## src/rtl/core/tcq_pkg.sv

```systemverilog
// ----------------------------------------------------------------------------
// tcq_pkg
// Shared types and constants of the two-class FCFS scheduler.
// ----------------------------------------------------------------------------
package tcq_pkg;

  localparam int MAX_PROCS = 64;
  localparam int TIME_BITS = 16;
  localparam int IDX_W     = $clog2(MAX_PROCS);
  localparam int CNT_W     = $clog2(MAX_PROCS + 1);
  localparam int ID_W      = 7;
  localparam int IN_T_W    = 16;
  localparam int CLK_W     = 23;
  localparam int SUM_W     = 29;

  typedef struct packed {
    logic              is_user;
    logic [IN_T_W-1:0] arrival;
    logic [IN_T_W-1:0] burst;
    logic              final_record;
  } item_t;

  typedef struct packed {
    logic [ID_W-1:0]   proc_id;
    logic              out_is_user;
    logic [IN_T_W-1:0] out_arrival;
    logic [IN_T_W-1:0] out_burst;
    logic [CLK_W-1:0]  waiting;
    logic [CLK_W-1:0]  turnaround;
    logic [CLK_W-1:0]  completion;
    logic [SUM_W-1:0]  sum_waiting;
    logic [SUM_W-1:0]  sum_turnaround;
    logic              end_of_schedule;
  } result_t;

  // one table entry
  typedef struct packed {
    logic                 user;
    logic [TIME_BITS-1:0] arr;
    logic [TIME_BITS-1:0] svc;
    logic [ID_W-1:0]      id;
  } rec_t;

  // sequencer to timing datapath
  typedef struct packed {
    logic clear;
    logic valid;
    logic last;
  } fcfs_ctl_t;

  typedef enum logic [2:0] {
    ST_IDLE,
    ST_RDA,
    ST_LDA,
    ST_CMP,
    ST_WBA,
    ST_SERVE,
    ST_DRAIN
  } state_t;

endpackage

```

## src/rtl/core/tcq_fcfs.sv

```systemverilog
// ----------------------------------------------------------------------------
// tcq_fcfs
// FCFS timing datapath: takes ordered records one per beat, keeps the
// service clock and running sums, and registers one result per record.
// ----------------------------------------------------------------------------
module tcq_fcfs (
  input  logic               clk,
  input  logic               rst,
  input  tcq_pkg::fcfs_ctl_t ctl,
  input  tcq_pkg::rec_t      rec,
  output tcq_pkg::result_t   result,
  output logic               result_strobe
);
  import tcq_pkg::*;

  logic [CLK_W-1:0] svc_clock;
  logic [CLK_W-1:0] arr_ext;
  logic [CLK_W-1:0] start_time;
  logic [CLK_W-1:0] compl_next;

  // stage 1
  logic             s1_valid;
  logic             s1_last;
  rec_t             s1_rec;
  logic [CLK_W-1:0] s1_wait;
  logic [CLK_W-1:0] s1_compl;

  // stage 2 running totals
  logic [SUM_W-1:0] sw;
  logic [SUM_W-1:0] st;
  logic [CLK_W-1:0] tat;
  logic [SUM_W-1:0] sw_next;
  logic [SUM_W-1:0] st_next;

  assign arr_ext    = CLK_W'(rec.arr);
  assign start_time = (svc_clock < arr_ext) ? arr_ext : svc_clock;
  assign compl_next = start_time + CLK_W'(rec.svc);

  assign tat     = s1_compl - CLK_W'(s1_rec.arr);
  assign sw_next = sw + SUM_W'(s1_wait);
  assign st_next = st + SUM_W'(tat);

  always_ff @(posedge clk) begin
    if (rst) begin
      svc_clock <= '0;
      s1_valid  <= 1'b0;
    end else begin
      s1_valid <= ctl.valid;
      if (ctl.clear) begin
        svc_clock <= '0;
      end else if (ctl.valid) begin
        svc_clock <= compl_next;
      end
    end
  end

  always_ff @(posedge clk) begin
    if (ctl.valid) begin
      s1_rec   <= rec;
      s1_last  <= ctl.last;
      s1_wait  <= start_time - arr_ext;
      s1_compl <= compl_next;
    end
  end

  always_ff @(posedge clk) begin
    if (rst) begin
      sw            <= '0;
      st            <= '0;
      result_strobe <= 1'b0;
    end else begin
      result_strobe <= s1_valid;
      if (ctl.clear) begin
        sw <= '0;
        st <= '0;
      end else if (s1_valid) begin
        sw <= sw_next;
        st <= st_next;
      end
    end
  end

  always_ff @(posedge clk) begin
    if (s1_valid) begin
      result.proc_id         <= s1_rec.id;
      result.out_is_user     <= s1_rec.user;
      result.out_arrival     <= IN_T_W'(s1_rec.arr);
      result.out_burst       <= IN_T_W'(s1_rec.svc);
      result.waiting         <= s1_wait;
      result.turnaround      <= tat;
      result.completion      <= s1_compl;
      result.sum_waiting     <= sw_next;
      result.sum_turnaround  <= st_next;
      result.end_of_schedule <= s1_last;
    end
  end

`ifndef SYNTH
  a_tat_split: assert property (@(posedge clk) disable iff (rst)
    result_strobe |->
      result.turnaround == result.waiting + CLK_W'(result.out_burst))
    else $error("turnaround is not waiting plus burst");

  a_compl_order: assert property (@(posedge clk) disable iff (rst)
    result_strobe |-> result.completion >= CLK_W'(result.out_arrival))
    else $error("completion before arrival");
`endif

endmodule

```

## src/rtl/core/two_class_queue_fcfs_scheduler.sv

```systemverilog
// Loading: one record per cycle, busy stays low until the final record.
// After the final record of n: an exchange sort compares each pair of entries, with
// entry loads and write-backs on the table (one read port and one write port),
// then n table reads at one per cycle; each read passes through rdata, stage 1
// and the result register. Results leave one per cycle and cannot be stalled.
// Synchronous reset clears the record count and the sequencer; the table is not cleared.
// ----------------------------------------------------------------------------
// two_class_queue_fcfs_scheduler
// Loads process records into a table, orders them system-first and by
// arrival with an exchange sort, then emits FCFS timing per record.
// ----------------------------------------------------------------------------
module two_class_queue_fcfs_scheduler (
  input  logic             clk,
  input  logic             rst,
  input  logic             start,
  output logic             busy,
  input  tcq_pkg::item_t   item,
  output tcq_pkg::result_t result,
  output logic             result_strobe
);
  import tcq_pkg::*;

  state_t           state, state_next;
  logic [CNT_W-1:0] count, count_next;
  logic [IDX_W-1:0] a, a_next;
  logic [IDX_W-1:0] b, b_next;
  logic [IDX_W-1:0] k, k_next;
  rec_t             cur, cur_next;

  // record table
  rec_t             mem [MAX_PROCS];
  rec_t             rdata;
  logic             rd_en;
  logic [IDX_W-1:0] rd_addr;
  logic             wr_en;
  logic [IDX_W-1:0] wr_addr;
  rec_t             wr_data;

  logic             rd_valid, rd_valid_next;
  logic             rd_last, rd_last_next;
  logic             accept;
  logic             full;
  logic             swap;
  logic [CNT_W-1:0] n_after;
  fcfs_ctl_t        ctl;

  assign busy   = (state != ST_IDLE);
  assign accept = start && !busy;
  assign full   = (count == CNT_W'(MAX_PROCS));
  assign n_after = full ? count : count + CNT_W'(1);

  // entry a (held in cur) moves behind entry b
  assign swap = (cur.user && !rdata.user) ||
                ((cur.user == rdata.user) && (cur.arr > rdata.arr));

  always_ff @(posedge clk) begin
    if (wr_en) begin
      mem[wr_addr] <= wr_data;
    end
    if (rd_en) begin
      rdata <= mem[rd_addr];
    end
  end

  always_ff @(posedge clk) begin
    if (rst) begin
      state    <= ST_IDLE;
      count    <= '0;
      rd_valid <= 1'b0;
    end else begin
      state    <= state_next;
      count    <= count_next;
      rd_valid <= rd_valid_next;
    end
  end

  always_ff @(posedge clk) begin
    a       <= a_next;
    b       <= b_next;
    k       <= k_next;
    cur     <= cur_next;
    rd_last <= rd_last_next;
  end

  always_comb begin
    state_next    = state;
    count_next    = count;
    a_next        = a;
    b_next        = b;
    k_next        = k;
    cur_next      = cur;
    rd_valid_next = 1'b0;
    rd_last_next  = rd_last;
    rd_en         = 1'b0;
    rd_addr       = a;
    wr_en         = 1'b0;
    wr_addr       = a;
    wr_data       = cur;
    ctl.clear     = 1'b0;
    unique case (state)
      ST_IDLE: begin
        if (accept) begin
          if (!full) begin
            wr_en        = 1'b1;
            wr_addr      = count[IDX_W-1:0];
            wr_data.user = item.is_user;
            wr_data.arr  = item.arrival[TIME_BITS-1:0];
            wr_data.svc  = item.burst[TIME_BITS-1:0];
            wr_data.id   = ID_W'(count + CNT_W'(1));
          end
          count_next = n_after;
          if (item.final_record) begin
            ctl.clear = 1'b1;
            a_next    = '0;
            b_next    = IDX_W'(1);
            k_next    = '0;
            state_next = (n_after < CNT_W'(2)) ? ST_SERVE : ST_RDA;
          end
        end
      end
      ST_RDA: begin
        rd_en      = 1'b1;
        rd_addr    = a;
        state_next = ST_LDA;
      end
      ST_LDA: begin
        cur_next   = rdata;
        rd_en      = 1'b1;
        rd_addr    = b;
        state_next = ST_CMP;
      end
      ST_CMP: begin
        if (swap) begin
          wr_en    = 1'b1;
          wr_addr  = b;
          wr_data  = cur;
          cur_next = rdata;
        end
        if (CNT_W'(b) + CNT_W'(1) == count) begin
          state_next = ST_WBA;
        end else begin
          rd_en   = 1'b1;
          rd_addr = b + IDX_W'(1);
          b_next  = b + IDX_W'(1);
        end
      end
      ST_WBA: begin
        wr_en   = 1'b1;
        wr_addr = a;
        wr_data = cur;
        if (CNT_W'(a) + CNT_W'(2) < count) begin
          a_next     = a + IDX_W'(1);
          b_next     = a + IDX_W'(2);
          state_next = ST_RDA;
        end else begin
          state_next = ST_SERVE;
        end
      end
      ST_SERVE: begin
        rd_en         = 1'b1;
        rd_addr       = k;
        rd_valid_next = 1'b1;
        rd_last_next  = (CNT_W'(k) + CNT_W'(1) == count);
        if (CNT_W'(k) + CNT_W'(1) == count) begin
          count_next = '0;
          state_next = ST_DRAIN;
        end else begin
          k_next = k + IDX_W'(1);
        end
      end
      ST_DRAIN: begin
        if (result_strobe && result.end_of_schedule) begin
          state_next = ST_IDLE;
        end
      end
      default: begin
        state_next = ST_IDLE;
      end
    endcase
    ctl.valid = rd_valid;
    ctl.last  = rd_last;
  end

  tcq_fcfs u_fcfs (
    .clk           (clk),
    .rst           (rst),
    .ctl           (ctl),
    .rec           (rdata),
    .result        (result),
    .result_strobe (result_strobe)
  );

`ifndef SYNTH
  a_strobe_busy: assert property (@(posedge clk) disable iff (rst)
    result_strobe |-> busy)
    else $error("result beat while idle");

  a_count_range: assert property (@(posedge clk) disable iff (rst)
    count <= CNT_W'(MAX_PROCS))
    else $error("record count beyond table depth");

  a_last_idle: assert property (@(posedge clk) disable iff (rst)
    (result_strobe && result.end_of_schedule) |=> !busy)
    else $error("still busy after last result");

  a_pair_order: assert property (@(posedge clk) disable iff (rst)
    (state == ST_CMP) |-> (a < b) && (CNT_W'(b) < count))
    else $error("compare pair out of order");
`endif

endmodule
```

## config.mk

```make
export PLATFORM = sky130hd
export DESIGN_NAME = two_class_queue_fcfs_scheduler
export DESIGN_NICKNAME = d
export VERILOG_FILES = /design/src/rtl/core/tcq_pkg.sv /design/src/rtl/core/tcq_fcfs.sv /design/src/rtl/core/two_class_queue_fcfs_scheduler.sv
export SDC_FILE = /design/constraint.sdc
export NUM_CORES = 2
export LEC_CHECK = 0
export BUFFER_PORTS_ARGS = -buffer_cell sky130_fd_sc_hd__buf_2
export CAP_MARGIN = 20
export CORE_MARGIN = 1
export CORE_UTILIZATION = 45
export DETAILED_ROUTE_END_ITERATION = 10
export PLACE_DENSITY_LB_ADDON = 0.25
export SLEW_MARGIN = 20
export SYNTH_ARGS = -nofsm -noshare
export SYNTH_HDL_FRONTEND = slang
export SYNTH_SLANG_ARGS = --single-unit
```

## constraint.sdc

```tcl
create_clock -name clk -period 8.6 [get_ports clk]
set_input_delay 1.72 -clock clk [delete_from_list [all_inputs] [get_ports clk]]
set_output_delay 1.72 -clock clk [all_outputs]
set_load 0.03 [all_outputs]
```

==> metrics.txt <==
outcome=completed; pins over their slew limit=0; Core Util, Final=0.512; Setup WS pre-CTS=2.19 ns; core area=0.269 sq mm; Seq/Total Area, Yosys=0.733; TritonRoute pass-1 iters=8; clk sink count=3008; num ports=207; Setup TNS=0 ns; footprint of the multi-input gates=0.0306 sq mm; Worst R2R Start=rdata[38]; number of setup buffers added after CTS=0; post-route design area=0.138 sq mm; Slew HR=0.197; synthesized area=0.122 sq mm; die area=0.273 sq mm; hpwl dp=207 mm; Synth Net Count=8885; row cnt=190; initial antenna violation count=17; vias in the first global route=71800; vias post-DR=75500; ANT nets after route=0; initial DRC count=9246; Tcrit/Tclk final=0.750; maxcap violations=0; H-tree depth=5; post-layout minimum cycle time=6.45 ns; DRC Markers=0; worst slew pin tran=1.20 ns; WL/cell=26.8 um; share of layout cells above drive strength 1=0.110; CTS resizes=0; grt ovf=0; static leakage=46.9 nW; Finished Layout Cells=12700; worst setup path start=rdata[38]; cells after synthesis=8705; # nets final=9108; warnings from Yosys=0; CTS clk-pin slew, worst paths=0.06 ns; clock buffer depth=4; Startpoint Class=flip-flop; Peak VDD IR=0.000363 V; Final Wtd Congestion=0.912; CTS Buf Count=316; DP Cell Count=12200; first-pass GRT wire length=494 mm; CP top delay family=compound AO/OA/AOI/OAI gates; Async SR Flop Fraction=0; Total Wirelength=341 mm; largest net degree at the start of global routing=157; Hold Buf Count CTS=0; slowest stage delay, CP=0.99 ns; Syn Area/Cell=14.0 sq um; worst clock skew=0.0573 ns; RSZ-0062 raised after global routing=no; critical path's slowest cell=a311oi_1; Die X=523 um; CP max FO=24; crit path cell chain=inv_1, ha_1, a2111oi_0, o21ai_0, a21oi_1, a2111oi_0, a311oi_1, nand2_1, nor2_4, buf_4; PnR Total Power=51.9 mW; IO buf count=206; all-layer global routing usage=0.245; Initial Utilization=0.454; Arr. time, crit path=6.99 ns; Synth cell types=89; Hold Path Class=flip-flop to flip-flop; EDFF count, synth=2914; WHS=0.412 ns; CP Buf/Inv Count=2; Fill cells=22300; crit path capture type=flip-flop; placed inst area=0.128 sq mm; Root Buffer=clkbuf_16; #FFs+latches synth=3008; most used cell, CP=a2111oi_0; worst skew pair latency=0.93 ns; Layout area overhead=12.9%; Final WS setup=2.15 ns; pwr dens=377 mW/mm^2; TritonCTS clock tree=built; FF+latch area=0.0894 sq mm; Setup Viol. Count Final=0; Most used DFF post-synth=edfxtp_1; hold_sp=u_fcfs.s1_rec[16]; die height=523 um; Req. time, crit path=9.13 ns; crit path kind=flip-flop to flip-flop; Final Hold Vio Count=0; Vias/cell=5.93; Peak Freq=0.155 GHz
## logic make-up after synthesis
logic type                 share of synthesized area
AOI/OAI and AO/OA                             0.0865
buffers and inverters                         0.0225
muxes                                         0.0356
and+or+nand+nor                               0.0962
adders and majority gates                     0.0150
DFF                                            0.733
xor gates and xnor gates                      0.0112
## per-layer routing
metal / track usage / wire, um / up-vias
met5: 0 / 83 / -
met1: 0.347 / 142000 / 37900
met4: 0.0726 / 10100 / 12
li1: - / - / 33400
met3: 0.0433 / 30700 / 534
met2: 0.387 / 158000 / 3626
## path summary, 6_finish.rpt
check / endpoint / slack [ns] / cells past startpoint
worst min register to register: u_fcfs.result[137] / 0.41 / 0
worst max register to register: mem[50][20] / 2.15 / 10
worst min-delay path: u_fcfs.result[137] / 0.41 / 0
worst max-delay path: mem[50][20] / 2.15 / 10
## synthesized netlist by cell type (all sizes together), types with 81 or more instances
library cell / instances / area [sq um]
o21ai: 161 / 806
nand3: 533 / 2680
mux2i: 434 / 4340
xnor2: 105 / 920
ha: 138 / 1730
a21oi: 606 / 3040
a221oi: 91 / 810
inv: 81 / 304
dfxtp: 94 / 1880
a31oi: 87 / 544
nand2: 1705 / 6400
a22oi: 230 / 1730
edfxtp: 2914 / 87500
a32oi: 119 / 1040
buf: 281 / 1520
clkbuf: 245 / 920
nor2: 266 / 1020
## final cells by class
class,count,area share
clock buffer,399,0.0605
timing repair buffer,431,0.0221
antenna,4,0.0000727
clock inverter,164,0.0110
sequential,3008,0.649
tap,3552,0.0323
multi-input combinational,5088,0.222
inverter,83,0.00226
## power breakdown
group | internal (mW) | total [mW] | switching (mW)
Clock | 7.37 | 13.1 | 5.74
Combinational | 5.23 | 19.7 | 14.5
Sequential | 18.7 | 19.1 | 0.471
## worst register-to-register path, stage by stage, from the launching register on
cell and delay (ns):
edfxtp_1 0.41, inv_1 0.17, ha_1 0.29, a2111oi_0 0.87, o21ai_0 0.19, a21oi_1 0.61
a2111oi_0 0.22, a311oi_1 0.99, nand2_1 0.93, nor2_4 0.87, buf_4 0.49
## flip-flops by register name (all words and copies together) (netlist names), 3 cells and up
name and flops:
cur 40, u_fcfs.s1_compl 23, u_fcfs.sw 29, count 7, mem 2560, k 6, u_fcfs.result 168, state 3
u_fcfs.svc_clock 23, u_fcfs.st 29, u_fcfs.s1_rec 40, a 6, b 6, rdata 40, u_fcfs.s1_wait 23
## cell usage in the layout, fill, tap and decap left out, types with 31 or more instances in the layout
| master | count |
|---|---|
| a21o_1 | 48 |
| a21oi_1 | 603 |
| a221oi_1 | 89 |
| a22oi_1 | 230 |
| a31oi_1 | 86 |
| a32oi_1 | 119 |
| and3_1 | 40 |
| buf_2 | 206 |
| buf_4 | 200 |
| clkbuf_1 | 74 |
| clkbuf_16 | 318 |
| clkinv_1 | 79 |
| clkinv_2 | 32 |
| dfxtp_1 | 92 |
| edfxtp_1 | 2914 |
| ha_1 | 138 |
| inv_1 | 80 |
| mux2i_1 | 434 |
| nand2_1 | 1669 |
| nand3_1 | 529 |
| nand4_1 | 33 |
| nor2_1 | 206 |
| nor2_4 | 54 |
| o21ai_0 | 131 |
| o221ai_1 | 36 |
| o22ai_1 | 31 |
| xnor2_1 | 105 |
| xor2_1 | 45 |
Power figures use the tool's default switching activity.
